==> src/hdl/lba_pkg.sv <==
package lba_pkg;

    localparam int unsigned POOL_ENTRIES_DEF = 4096;
    localparam int unsigned ADDR_W = 32;
    localparam int unsigned COUNT_W = 13;

    typedef enum logic [1:0] {
        FUNC_MARK    = 2'd0,
        FUNC_RELEASE = 2'd1,
        FUNC_TEST    = 2'd2,
        FUNC_BAD     = 2'd3
    } t_func;

    typedef enum logic [2:0] {
        ST_OK    = 3'd0,
        ST_RANGE = 3'd1,
        ST_TAKEN = 3'd2,
        ST_FREE  = 3'd3,
        ST_BADOP = 3'd4
    } t_status;

    typedef enum logic [0:0] {
        REG_RANGE_FIRST = 1'b0,
        REG_RANGE_LAST  = 1'b1
    } t_reg_idx;

    typedef struct packed {
        t_func              func;
        logic [ADDR_W-1:0]  req_address;
    } t_req;

    typedef struct packed {
        t_status            status;
        logic               is_taken;
        logic [COUNT_W-1:0] free_count;
    } t_result;

    typedef struct packed {
        logic [ADDR_W-1:0] first;
        logic [ADDR_W-1:0] last;
    } t_pool_cfg;

endpackage

==> src/hdl/lba_init.sv <==
module lba_init #(
    parameter int unsigned POOL_ENTRIES = lba_pkg::POOL_ENTRIES_DEF
) (
    input  logic                                   i_clk,
    input  logic                                   i_rst_n,
    input  logic                                   i_cfg_we,
    input  lba_pkg::t_reg_idx                      i_cfg_index,
    input  logic [lba_pkg::ADDR_W-1:0]             i_cfg_data,
    output lba_pkg::t_pool_cfg                     o_cfg,
    output logic                                   o_busy,
    output logic [$clog2(POOL_ENTRIES)-1:0]        o_clr_idx,
    output logic [$clog2(POOL_ENTRIES+1)-1:0]      o_size
);

    import lba_pkg::*;

    localparam int unsigned AW    = $clog2(POOL_ENTRIES);
    localparam int unsigned CNT_W = $clog2(POOL_ENTRIES + 1);

    t_pool_cfg         r_cfg;
    logic              r_busy;
    logic [AW-1:0]     r_clr_idx;
    logic [ADDR_W:0]   span;

    always_ff @(posedge i_clk) begin
        if (!i_rst_n) begin
            r_cfg     <= '0;
            r_busy    <= 1'b1;
            r_clr_idx <= '0;
        end else if (i_cfg_we) begin
            case (i_cfg_index)
                REG_RANGE_FIRST: r_cfg.first <= i_cfg_data;
                REG_RANGE_LAST:  r_cfg.last  <= i_cfg_data;
                default:         r_cfg       <= r_cfg;
            endcase
            r_busy    <= 1'b1;
            r_clr_idx <= '0;
        end else if (r_busy) begin
            if (r_clr_idx == AW'(POOL_ENTRIES - 1)) begin
                r_busy <= 1'b0;
            end
            r_clr_idx <= r_clr_idx + 1'b1;
        end
    end

    assign span = {1'b0, r_cfg.last} - {1'b0, r_cfg.first} + (ADDR_W+1)'(1);

    always_comb begin
        if (r_cfg.last < r_cfg.first) begin
            o_size = '0;
        end else if (span > (ADDR_W+1)'(POOL_ENTRIES)) begin
            o_size = CNT_W'(POOL_ENTRIES);
        end else begin
            o_size = span[CNT_W-1:0];
        end
    end

    assign o_cfg     = r_cfg;
    assign o_busy    = r_busy;
    assign o_clr_idx = r_clr_idx;

endmodule

==> config.mk <==
export PLATFORM = sky130hd
export DESIGN_NAME = lba_init
export DESIGN_NICKNAME = d
export VERILOG_FILES = /design/src/hdl/lba_pkg.sv /design/src/hdl/lba_init.sv
export SDC_FILE = /design/constraint.sdc
export NUM_CORES = 1
export LEC_CHECK = 0
export BUFFER_PORTS_ARGS = -buffer_cell sky130_fd_sc_hd__buf_4
export CAP_MARGIN = 20
export CELL_PAD_IN_SITES_DETAIL_PLACEMENT = 2
export CELL_PAD_IN_SITES_GLOBAL_PLACEMENT = 2
export CORE_UTILIZATION = 35
export DETAILED_ROUTE_END_ITERATION = 8
export HOLD_SLACK_MARGIN = 0.15
export MAX_ROUTING_LAYER = met4
export PLACE_DENSITY = 0.92
export SETUP_SLACK_MARGIN = 0.3
export SLEW_MARGIN = 20
export SYNTH_ARGS = -nofsm -noshare
export SYNTH_HDL_FRONTEND = slang
export SYNTH_SLANG_ARGS = --single-unit
==> constraint.sdc <==
create_clock -name i_clk -period 10.8 [get_ports i_clk]
set_input_delay 1.08 -clock i_clk [delete_from_list [all_inputs] [get_ports i_clk]]
set_output_delay 1.08 -clock i_clk [all_outputs]
set_load 0.02 [all_outputs]
# --- Word level (Yosys, flattened, before mapping) ---
# Index checks and enable logic that the tools add are counted.
op_classes:
  n_addsub: 3
  mul: 0
  div: 0
  magnitude_cmp: 2
  n_eq_ne: 1
  shifts: 0
  mux: 4
  n_bitwise: 2
  n_reduce_logical: 3
op_table:
  columns: ["cell", "count"]
  rows:
  - ["adder 33 x 1 -> 33 bit, second input constant", 1]
  - ["> comparator 33 x 13 -> 1 bit, second input constant", 1]
  - ["subtractor 32 x 32 -> 33 bit", 1]
  - ["< comparator 32 bit", 1]
  - ["two-way mux 13 bit", 2]
  - ["adder 12 x 1 -> 12 bit, second input constant", 1]
  - ["equality test 12 bit, second input constant", 1]
  - ["AND reduction 2 bit", 2]
  - ["two-way mux 1 bit", 2]
  - ["inverter 1 bit", 2]
  - ["OR reduction 2 bit", 1]
word_totals:
  regBits: 77
  latchBits: 0
  ramBits: 0
  rom_bits: 0
  in_bits: 36
  output_inout_bits: 90
  wordCells: 19
  memories: 0

# --- Depth between registers and ports, before layout ---
logic_depth:
  word_depth: 5
  mapped_depth: 15
  ltp_nobuf: 14

# --- Worst setup path before layout ---
# No wires, ideal clock.
synth_timing:
  kind: "reg2out"
  from: "register r_cfg, in the netlist o_cfg[1]"
  to: "output port o_size[0]"
  t_arrival_ns: 4.207
  required_time_ns: 9.720
  path_slack_ns: 5.513
  stages_incl_launch_ff: 15
  n_path_buf: 0
  cell_sequence: "dfxtp_1 -> inv_1 -> ha_1 -> inv_1 -> ha_1 -> fa_1 -> nor2b_2 -> o211ai_4 -> a21oi_2 -> o211a_1 -> or3_1 -> a221oi_2 -> nand4_1 -> or4_4 -> nor4b_1"
synth_between:
  elab_chain_cells: 5
  word_cells_on_any_way: 6
  cone_classes: "2 x add/sub; 2 x order compare; 2 x mux"
synth_lines:
  columns: ["element", "line", "text"]
  rows:
  - ["start: declaration", "lba_init.sv:20", "t_pool_cfg r_cfg;"]
  - ["start signal: assignment", "lba_init.sv:34", "default: r_cfg <= r_cfg;"]
  - ["subtractor 32 x 32 -> 33 bit", "lba_init.sv:46", "assign span = {1'b0, r_cfg.last} - {1'b0, r_cfg.first} + (ADDR_W+1)'(1);"]
  - ["adder 33 x 1 -> 33 bit", "lba_init.sv:46", null]
  - ["> comparator 33 x 13 -> 1 bit", "lba_init.sv:51", "end else if (span > (ADDR_W+1)'(POOL_ENTRIES)) begin"]
  - ["two-way mux 13 bit", "lba_init.sv:51", null]
  - ["two-way mux 13 bit *", "lba_init.sv:49", "if (r_cfg.last < r_cfg.first) begin"]
  - ["end: declaration", "lba_init.sv:12", "output logic [$clog2(POOL_ENTRIES+1)-1:0] o_size"]
# Every way passes the cells marked *; elsewhere a longest branch is shown, timed or not.

# --- Worst setup path after layout ---
layout_timing:
  from: "register r_cfg, in the netlist o_cfg[44]"
  to: "output port o_size[1]"
# Same word-level chain as after synthesis.

==> results by group <==
Timing
  • Minimum clock period: 6.13 ns
  • Worst slew margin: roughly two fifths
  • Final worst-path cycle share: 56.8%
  • Final Slew Violations: 0
  • Worst slew pin tran: between 0.8 and 0.9 ns
  • Final Skew: around 0.0086 ns
  • Endpoints failing setup: 0
  • Fmax: between 0.15 and 0.2 GHz
  • Endpoints failing hold: 0
  • RSZ-0062 raised after global routing: false
  • Setup TNS Final: 0 ns

Place
  • GPL Wtd Cong: approximately 0.93
  • DP HPWL: around 21 mm
  • # port buffers: ~130
  • Placed cell areas: roughly 7400 um^2

Critical path
  • Crit path max-delay family: simple AND/OR/NAND/NOR gates
  • Max stage delay on crit path: slightly above 0.7 ns
  • Worst path required time: ~9.7 ns
  • Worst setup path startpoint: o_cfg[44]
  • Worst Path Max Fanout: 13
  • Worst-path cell chain: inv_1 -> ha_1 -> inv_1 -> fa_1 -> inv_1 -> nand4_1 -> o31ai_1 -> o211ai_1 -> and3_1 -> nor4_1 -> nand4_1 -> or4_4 -> nor4b_1 -> buf_4
  • WS Path Type: flip-flop to primary output
  • Reg2Reg Capture Point: o_clr_idx[10]
  • Startpoint Class: flip-flop
  • Worst EP arrival: 5.05 ns
  • Slowest CP cell: or4_4
  • RR Startpoint: o_clr_idx[0]
  • Worst Reg-to-Reg Cells: 6
  • Most frequent CP cell: inv_1
  • Crit. End Element: primary output
  • Buf/Inv on CP: 4
  • Reg2Reg Setup Slack: 9.21 ns

Global routing
  • Met1 Use GR: 40.8%
  • GR Layer Usage met3: roughly 7.3%
  • Grt met2 use: between 50% and 60%
  • Gr ovfl total: 0
  • Vias in the first global route: between 7000 and 8000
  • Largest net degree at the start of global routing: 66
  • GRT Total Usage: approximately 35%
  • First-pass GRT wire length: roughly 47 mm
  • Initial antenna violation count: 0
  • Gr busiest metal: met2

Drt
  • Antenna Nets Post-Route: 0
  • Post-Route WL: slightly above 30 mm
  • DRT Pass-1 Iters: 7
  • Initial DRC Count: 461
  • Vias: ~7000
  • Via density: between 6 and 7
  • DR WL/cell: about 27 um
  • Residual DRC: 0

Synth
  • Syn. warnings: 0
  • Post-synth EDFFs: 0
  • Yosys reg bits: between 70 and 80
  • Synthesized area per cell: 8.02 um^2
  • Yosys top cell area share: 24.7%
  • Ranking of synthesized cells by area: dfxtp_1, ha_1, nand2_1
  • Post-Syn Nets: roughly 900
  • Async S/R FF share, synth: 0%
  • Ys flop type: dfxtp_1
  • Library cells used by synthesis: 71
  • Register area share after synthesis: about a quarter
  • Yosys top cell by area: dfxtp_1
  • Post-synthesis cell area: around 6200 um^2
  • Syn Inst Count: just under 800

Clock network
  • CTS resizes: 0
  • Max Buffers Root-to-Sink: 2
  • Hold-fix buffers, CTS: 0
  • Clock sinks: between 70 and 80
  • Worst skew pair latency: 0.37 ns
  • Number of buffers created by CTS: 9
  • TritonCTS clock tree: yes
  • Post-CTS setup buffer count: 0
  • H-Tree Level Count: 3
  • Clock root buffer: clkbuf_16
  • Clock transition at the registers of the reported paths: roughly 0.08 ns

Layout
  • Fillers: a little under 2000
  • Final Instance Area: about 7700 um^2
  • Commonest non-fill, non-tap cell in the layout: nand2_1
  • Nets: around 1000
  • Fraction of layout instances using a drive strength above 1: 19.9%
  • Footprint of the multi-input gates: roughly 4300 um^2
  • Commonest cells after routing, fill and taps aside: nand2_1, buf_4, dfxtp_1
  • Area grow syn2layout: 22.8%
  • Register area: 1540 um^2

Min path
  • Hold Startpoint: o_cfg[61]
  • HP Class: flip-flop to flip-flop
  • Hold endpoint: o_cfg[61]
  • Hold depth: 2

Die
  • Core ar.: between 15000 and 20000 um^2
  • Row count: 48
  • Total die area: roughly 18000 um^2
  • # IOs: around 130
  • Die H: roughly 140 um
  • Starting Density: between 30% and 40%
  • Die span in x: roughly 140 um

Power and ir drop
  • Leak: between 3 and 4 nW
  • Max VDD drop: between 90 and 100 uV
  • Pwr dens: ~140 nW/um^2

Status
  • Status: completed

Flow run
  • # Max-Cap Violations: 0
power breakdown:
group	leakage (nW)	switching (mW)	internal, mW	total, mW
clock	0.150	0.148	0.188	0.336
combinational	2.46	0.277	0.146	0.423
sequential	0.628	0.0151	0.295	0.310
total	3.24	0.441	0.629	1.07
cells in the mapped netlist, types with 4 or more instances:
master       n
a31oi_1      6
buf_2        5
xor2_1      11
nand2_1    163
nor2b_1      5
nor4b_2      7
o21ai_0     17
xnor2_1     14
o21a_1       8
and3_1       4
o221ai_1     5
a21boi_0    66
dfxtp_1     77
ha_1        66
inv_1       59
or3_1        4
mux2i_1      4
o2111ai_1    5
or2_2        4
nand3_1      9
a21oi_1     35
a21o_1      10
o211ai_1     4
nand2b_1     9
nand4_1     22
nor3_1       7
fa_1        16
nor4_1       4
and2_1       5
nor2_1      41
clkbuf_1    26
o22ai_1      4
cell families (layout without fill, tap and decap cells):
logic type	after synthesis	in the layout	share of synthesized area, %
muxes	5	5	0.821
and+or+nand+nor	299	299	23.1
other	0	1	0
AOI/OAI and AO/OA	199	199	23.7
DFF	77	77	24.7
xor gates and xnor gates	25	25	3.51
buffers and inverters	92	204	5.75
adders and majority gates	82	82	18.4
flip-flops by register name, summed over array words and instances, names as in the netlist:
register and cells:
o_cfg 64, o_clr_idx 12, o_busy 1
worst max-delay path by stage:
stage | to | slack (ns) | cells past startpoint
2_1_floorplan | o_size[0] | 5.51 | 14
3_3_place_gp | o_size[1] | 5.61 | 13
3_5_place_dp | o_size[1] | 5.37 | 15
4_1_cts | o_size[1] | 4.75 | 14
5_1_grt | o_size[1] | 4.59 | 14
6_report | o_size[1] | 4.67 | 14
per-layer routing:
metal	part of all wire [%]	wire, um	vias to the layer above
met5	0	0	-
met4	4.3	1310	0
met3	5.7	1750	95
met2	50	15200	324
met1	40	12300	3459
li1	-	-	2924
worst min-delay path, cell delays in order, from the launching register on:
cell      delay (ns)
dfxtp_1         0.33
nand2_1         0.06
a21boi_0        0.07
metrics by stage:
step	setup slack, ns	util (%)	cells	hold slack (ns)	power (mW)
6_report	4.67	44.2	1117	0.507	1.07
5_1_grt	4.59	44.2	1116	0.533	1.10
4_1_cts	4.75	44.2	1116	0.510	1.06
3_5_place_dp	5.37	42.4	1100	0.494	0.706
3_3_place_gp	5.61	42.4	1100	0.470	0.677
2_1_floorplan	5.51	-	779	0.552	0.569
area by class of cell:
type	count	share of cell area [%]
sequential	77	20.1
clock buffer	10	3.12
clock inverter	6	0.897
timing repair buffer	129	12.6
tap	225	3.67
inverter	59	2.89
multi-input combinational	610	56.7
antenna	1	0.0326
Note: power is estimated with default switching activity, not from simulation.
