### config.mk
export PLATFORM = sky130hd
export DESIGN_NAME = lba_ram
export DESIGN_NICKNAME = d
export VERILOG_FILES = /design/src/hdl/lba_ram.sv
export SDC_FILE = /design/constraint.sdc
export NUM_CORES = 1
export LEC_CHECK = 0
export BUFFER_PORTS_ARGS = -buffer_cell sky130_fd_sc_hd__buf_2
export CAP_MARGIN = 20
export CORE_UTILIZATION = 56
export CTS_BUF_LIST = sky130_fd_sc_hd__clkbuf_16
export DETAILED_ROUTE_END_ITERATION = 8
export GPL_ROUTABILITY_DRIVEN = 0
export PLACE_DENSITY = 0.9
export SYNTH_ARGS = -nofsm -noshare
export SYNTH_HDL_FRONTEND = slang
export SYNTH_SLANG_ARGS = --single-unit
### constraint.sdc
create_clock -name i_clk -period 3.79 [get_ports i_clk]
set_input_delay 0.758 -clock i_clk [delete_from_list [all_inputs] [get_ports i_clk]]
set_output_delay 0.758 -clock i_clk [all_outputs]
set_load 0.01 [all_outputs]
### src/hdl/lba_ram.sv
module lba_ram #(
    parameter int unsigned WIDTH = 1,
    parameter int unsigned DEPTH = 16
) (
    input  logic                     i_clk,
    input  logic                     i_we,
    input  logic [$clog2(DEPTH)-1:0] i_waddr,
    input  logic [WIDTH-1:0]         i_wdata,
    input  logic                     i_re,
    input  logic [$clog2(DEPTH)-1:0] i_raddr,
    output logic [WIDTH-1:0]         o_rdata
);

    logic [WIDTH-1:0] r_mem [DEPTH];
    logic [WIDTH-1:0] r_rdata;

    always_ff @(posedge i_clk) begin
        if (i_we) begin
            r_mem[i_waddr] <= i_wdata;
        end
        if (i_re) begin
            r_rdata <= r_mem[i_raddr];
        end
    end

    assign o_rdata = r_rdata;

endmodule

-- Word level (Yosys, flattened, before mapping)
Memories as Yosys holds them, arrays and structs flattened. A register that Yosys moved wholly into a read port is not among the register bits.
Cells that the tools add are included.
- memories: 1
- bits in writable memories: 16
- bits of input ports: 12
- flip-flop bits (word level): 0
- muxes and demuxes: 2
- memories (name ; words ; width ; read ports ; clocked after memory_dff ; wr ports ; line ; source):
    r_mem ; 16 ; 1 ; 1 ; 1 ; 1 ; 14 ; logic [WIDTH-1:0] r_mem [DEPTH];
- operator list (kind ; number):
    $mux 1 ; 2

-- Depth between registers and ports, before layout
Gate-level depths: netlist (run 1).
- depth after elaboration: 2
- depth in mapped cells: 3
- gate-level depth less buffers: 3

-- Least setup slack after synthesis (run 1)
Ideal clock, no wire load.
- path type: input to register
- start: in i_raddr[0]
- end: reg r_rdata, in the netlist o_rdata (read register of r_mem) (data pin)
- stages: 3
- data required time: 3529 ps
- path slack: 2058 ps
- arrival: 1471 ps
- library setup time: 261 ps
- buffers on the path: 0
- cells stage by stage: mux4_1 mux2i_1 mux2i_1
- RTL lines (what ; line ; source):
    from (decl) ; 10 ; input logic [$clog2(DEPTH)-1:0] i_raddr,
    to (decl) ; 15 ; logic [WIDTH-1:0] r_rdata;

==> qor.yml, run 1 <==
critical_path:
  startpoint_type: "primary input"
  critical_path.max_fanout: 4
  worstSetupStartpoint: "i_raddr[0]"
  end_kind: "flop"
  cp.arrival_ns: 1.68
  cp.required_ns: 3.78
  reg2reg_to: "o_rdata"
  r2r_cells: 3
  regToRegStartpoint: "r_mem[9]"
  crit_type: "in2reg"
  reg2reg_slack_ns: 2.45
  endpoint: "o_rdata"
sta:
  final_max_slew_viol_count: 0
  setup_tns_ns: 0
  slew_headroom_pct: 83.72
  fin_crit_sh_pct: 44.61
  finClkSkew_ns: 0.001352
  setup-violations-final: 0
  rsz0062_at_grt: "false"
  period_minus_slack_ns: 1.691
  hold_viol_final: 0
  fin_hold_ws_ns: 0.7161
  fmaxAchievable_ghz: 0.5915
  worst-slew-pin-transition_ns: 0.2442
synth:
  ys_seq_area_share_pct: 67.55
  synthMuxAreaShare_pct: 17.88
  yosys.area.top_type: "edfxtp_1"
  syn_inst: 47
  ys_warn_count: 0
  synthAdderAreaFrac_pct: 0
  synth_compound_area_share_pct: 0
  syn_avg_cell_area_um2: 16.08
  yosys.area_share.simple_pct: 14.57
  ys_types: 10
  synth_top_area_share_pct: 67.55
  synth-xor-area-share_pct: 0
  synth_nets: 59
  synth_top_family_by_area: "multiplexers"
  synthTopCellsByArea: "edfxtp_1, mux4_1, nor2_1"
  synth-seq-cells: 17
  syn_area_um2: 755.7
clock_tree:
  clkTransAtPathRegs_ns: 0.05
  cts_buffer_depth: 2
  clkSinkCount: 17
  cts_max_level: 1
  cts_buffers: 3
  postCtsHoldBufs: 0
  post-cts-setup-buffers: 0
  cts_tree: "yes"
  ctsResizeCount: 0
  worstSkewPairLatency_ns: 0.24
  cts-root-buf: "clkbuf_16"
pwr:
  power_density_mw_per_mm2: 486.7
  p_int_uw: 365.0
  p_comb_share_pct: 6.3
  sequentialPowerShare_pct: 48.0
  p_sw_share_pct: 17.77
  leakagePower_uw: 0.0003358
  p_clk_share_pct: 45.7
  p_sw_uw: 78.90
  peakVddDrop_uv: 348.7
  power_uw: 443.9
global_route:
  grt_pass1_vias: 436
  antenna_found_initial: 0
  grt_pass1_wl_um: 1718
  grt_max_degree: 17
  grt_util_all_layers_pct: 18.85
  grt_overflow: 0
floorplanning:
  core_mm2: 0.001186
  die_h_um: 38.74
  die_w_um: 38.74
  die-area_mm2: 0.001500
  rows: 12
  io_pins: 13
  start_util_pct: 63.71
drt:
  vias_per_cell: 5.831
  num_vias: 449
  postRouteAntennaNets: 0
  wl_per_cell_um: 14.64
  wl_um: 1127
  drtPass1Iterations: 4
  drtIter0Drc: 12
  drcViolationCount: 0
final_layout:
  nets: 76
  drive_above_1_share_pct: 25.40
  syn_to_final_growth_pct: 20.70
  n_antenna_cell: 0
run:
  drv_cap: 0
min_path:
  hp-class: "in2reg"
place:
  dp_hpwl_um: 846.2
  io_buffers: 12
run_status:
  outcome: "complete, no violations"
## cell type report
cell class,count,area (um2)
clock buffers,3,75.07
clock inverters,1,3.754
fillers,70,274.0
multi-input cells,30,245.2
flip-flops and latches,17,510.5
well taps,14,17.52
repair buffers,12,60.06
## metrics by stage
stage                     area, um2  worst slack [ns]  util [%]  instances
final                         912.1             2.099     76.90         77
after global routing          912.1             2.062     76.90         77
after CTS                     912.1             2.089     76.90         77
after detailed placement      833.3             1.828     70.25         73
after global placement        833.3             1.854     70.25         73
after floorplan               755.7             2.058         -         47
## power groups by stage
stage | clock network [uW] | registers (uW) | logic (uW)
floorplan | 0 | 217 | 13.0
global placement | 0 | 217 | 26.8
finish | 203 | 213 | 28.1
global route | 215 | 213 | 30.4
detailed placement | 0 | 217 | 28.4
CTS | 207 | 213 | 28.2
## state kept, by name (all words and copies together), names as in the netlist
| name | cells |
|---|---|
| r_mem | 16 |
| o_rdata | 1 |
## kinds of logic after synthesis
| group | after synthesis |
|---|---|
| flops | 17 |
| mux | 7 |
| simple gates | 23 |
## worst max-delay path, cell delays in order
cell	delay (ns)
buf_2	0.13
mux4_1	0.56
mux2i_1	0.15
mux2i_1	0.08
## cell usage after synthesis
library cell	number
edfxtp_1	17
nor2_1	12
mux4_1	4
nor3_1	4
mux2i_1	3
nand2b_1	2
nand3b_1	2
nand2_1	1
nand3_1	1
or3b_2	1
## worst min path at each step
stage	cells after the start	end	slack [ns]	start
after floorplan	3	o_rdata	0.77	r_mem[3]
after global placement	3	o_rdata	0.79	r_mem[3]
after detailed placement	3	o_rdata	0.82	r_mem[15]
after CTS	1	o_rdata	0.71	i_re
after global routing	1	o_rdata	0.71	i_re
final	1	o_rdata	0.72	i_re
## cells in the final DEF, fill, tap and decap left out, drive strengths merged
cell / count
nand3: 1
or3b: 1
nor2: 12
nand2: 1
buf: 12
nand2b: 2
inv: 1
nor3: 4
mux4: 4
edfxtp: 17
clkbuf: 3
nand3b: 2
mux2i: 3
## layer usage
metal  vias to the layer above  wire (um)  global-route usage (%)
li1                        220          -                       -
met1                       209        463                   19.05
met2                        16        550                   31.67
met3                         4         86                   8.671
met4                         0         27                   10.34
met5                         -          0                       0
Power figures use the tool's default switching activity.
==> inputs of run 2 (changes only) <==
Settings changed: CORE_UTILIZATION 56 to 47, PLACE_DENSITY 0.9 to 0.81.
Clock period 3.79 ns to 1.49 ns, I/O delays scaled along.
==> run 2 against run 1 <==
  * Clock-buffer cell count is the same
  * Critical path depth shrank 1
  * Global-route usage shrank 3.5 points
==> qor.yml, run 2 (synthesis gave the netlist of run 1 again) <==
global_route:
  grt_pass1_vias: 440  # was 436
  grt_max_degree: 17  # unchanged
  grt_util_all_layers_pct: 15.38  # was 18.85%
  grt_overflow: 0  # unchanged
  antenna_found_initial: 0  # unchanged
  grt_pass1_wl_um: 1876  # was 1718 um
run:
  drv_cap: 0  # unchanged
sta:
  worst-slew-pin-transition_ns: 0.2331  # was 0.2442 ns
  setup_tns_ns: 0  # unchanged
  finClkSkew_ns: 0.003552  # was 0.001352 ns
  setup_slack_ns: 0.1233  # was 2.099 ns
  slew_headroom_pct: 84.46  # was 83.72%
  rsz0062_at_grt: "false"  # unchanged
  hold_viol_final: 0  # unchanged
  fin_crit_sh_pct: 91.72
  fmaxAchievable_ghz: 0.7317
  setup-violations-final: 0  # unchanged
  final_max_slew_viol_count: 0  # unchanged
  period_minus_slack_ns: 1.367
drt:
  drcViolationCount: 0  # unchanged
  postRouteAntennaNets: 0  # unchanged
  vias_per_cell: 5.658  # was 5.831
  drtPass1Iterations: 4  # unchanged
  wl_um: 1215  # was 1127 um
  wl_per_cell_um: 15.38  # was 14.64 um
  drtIter0Drc: 7  # was 12
  num_vias: 447  # was 449
critical_path:
  crit_type: "reg2reg"  # was in2reg
  worstSetupStartpoint: "r_mem[5]"  # was i_raddr[0]
  cp.arrival_ns: 1.36  # was 1.68 ns
  cp.required_ns: 1.49  # was 3.78 ns
  critical_path.max_fanout: 1  # was 4
  end_kind: "flop"  # unchanged
  regToRegStartpoint: "r_mem[5]"  # was r_mem[9]
  crit_family: "multiplexers"  # unchanged
  cpMostUsedCell: "mux2i_1"  # unchanged
  cpPeakStageDelay_ns: 0.52  # was 0.56 ns
  slowest_stage: "mux4_1"  # unchanged
  cp_num_buf_inv: 0  # was 1
  crit_chain: "mux4_1, mux2i_1, mux2i_1"  # was buf_2, mux4_1, mux2i_1, mux2i_1
  startpoint_type: "flop"  # was primary input
final_layout:
  n_antenna_cell: 0  # unchanged
  finalInstanceArea_um2: 914.6  # was 912.1 um2
  mostFrequentLayoutCell: "edfxtp_1"  # unchanged
  nets: 76  # unchanged
  seq_area_um2: 510.5  # unchanged
  post-route-util_pct: 60.71  # was 76.90%
  drive_above_1_share_pct: 25.40  # unchanged
  multiInputGateArea_um2: 245.2  # unchanged
  largest_register_ff_count: 16  # unchanged
  top_register: "r_mem"  # unchanged
  n_fill_cell: 125  # was 70
  layout_common_cells: "edfxtp_1, nor2_1, buf_2, nor3_1, mux4_1"  # unchanged
  syn_to_final_growth_pct: 21.03  # was 20.70%
min_path:
  min_from: "i_re"  # unchanged
  hp-class: "in2reg"  # unchanged
clock_tree:
  ctsResizeCount: 0  # unchanged
  cts_buffers: 3  # unchanged
  post-cts-setup-buffers: 0  # unchanged
  clkSinkCount: 17  # unchanged
  cts_tree: "yes"  # unchanged
  worstSkewPairLatency_ns: 0.25  # was 0.24 ns
  cts-root-buf: "clkbuf_16"  # unchanged
  cts_buffer_depth: 2  # unchanged
  cts_max_level: 1  # unchanged
  postCtsHoldBufs: 0  # unchanged
  clkTransAtPathRegs_ns: 0.05  # about the same
floorplanning:
  io_pins: 13  # unchanged
  die_h_um: 42.10  # was 38.74 um
  start_util_pct: 50.17  # was 63.71%
  die_w_um: 42.10  # was 38.74 um
  core_mm2: 0.001506  # was 0.001186 mm2
  rows: 14  # was 12
  die-area_mm2: 0.001772  # was 0.001500 mm2
pwr:
  p_clk_share_pct: 45.8  # was 45.7%
  power_density_mw_per_mm2: 1239  # was 486.7 mW/mm2
  p_sw_uw: 204.4  # was 78.90 uW
  sequentialPowerShare_pct: 47.9  # was 48.0%
  p_int_uw: 928.8  # was 365.0 uW
  p_sw_share_pct: 18.04  # was 17.77%
  power_uw: 1133  # was 443.9 uW
  p_comb_share_pct: 6.3  # about the same
  peakVddDrop_uv: 852.5  # was 348.7 uV
  leakagePower_uw: 0.0003358  # unchanged
place:
  io_buffers: 12  # unchanged
  place_ws_ns: -0.003207  # was 1.828 ns
  dp_hpwl_um: 904.9  # was 846.2 um
  place_area_um2: 835.8  # was 833.3 um2
run_status:
  outcome: "complete, no violations"  # unchanged
run 2: cell counts in the layout (fill, tap and decap cells not counted):
Identical to the previous run, type by type.
run 2: routing by layer:
| layer | global-route usage, % | vias up | part of all wire (%) |
|---|---|---|---|
| met2 | 26.25 | 17 | 53 |
| met3 | 5.172 | 2 | 5.2 |
| met1 | 17.21 | 209 | 41 |
| li1 | - | 219 | - |
| met5 | 0 | - | 0 |
| met4 | 7.500 | 0 | 1.7 |
run 2: metrics by stage:
| step | hold slack [ns] | instances |
|---|---|---|
| 2_1_floorplan | 0.3969 | 47 |
| 3_3_place_gp | 0.5024 | 75 |
| 3_5_place_dp | 0.5044 | 75 |
| 4_1_cts | 0.2498 | 79 |
| 5_1_grt | 0.2526 | 79 |
| 6_report | 0.2507 | 79 |
run 2: cell type report:
cell class | count | area share, %
multi-input cells | 30 | 26.81
clock buffers | 3 | 8.208
flip-flops and latches | 17 | 55.81
repair buffers | 12 | 6.566
clock inverters | 1 | 0.4104
well taps | 16 | 2.189
run 2: final timing paths:
check / slack, ns / cells past startpoint / to
worst max register to register: 0.12 / 3 / o_rdata
worst max-delay path: 0.12 / 3 / o_rdata
worst min register to register: 0.84 / 3 / o_rdata
worst min-delay path: 0.25 / 1 / o_rdata
run 2: power groups by stage:
stage                     clock network, uW  registers, uW  logic (uW)
final                                   519            543        70.9
after global routing                    543            543        78.4
after CTS                               528            543        71.9
after detailed placement                  0            552        71.6
after global placement                    0            551        68.5
after floorplan                           0            552        33.0
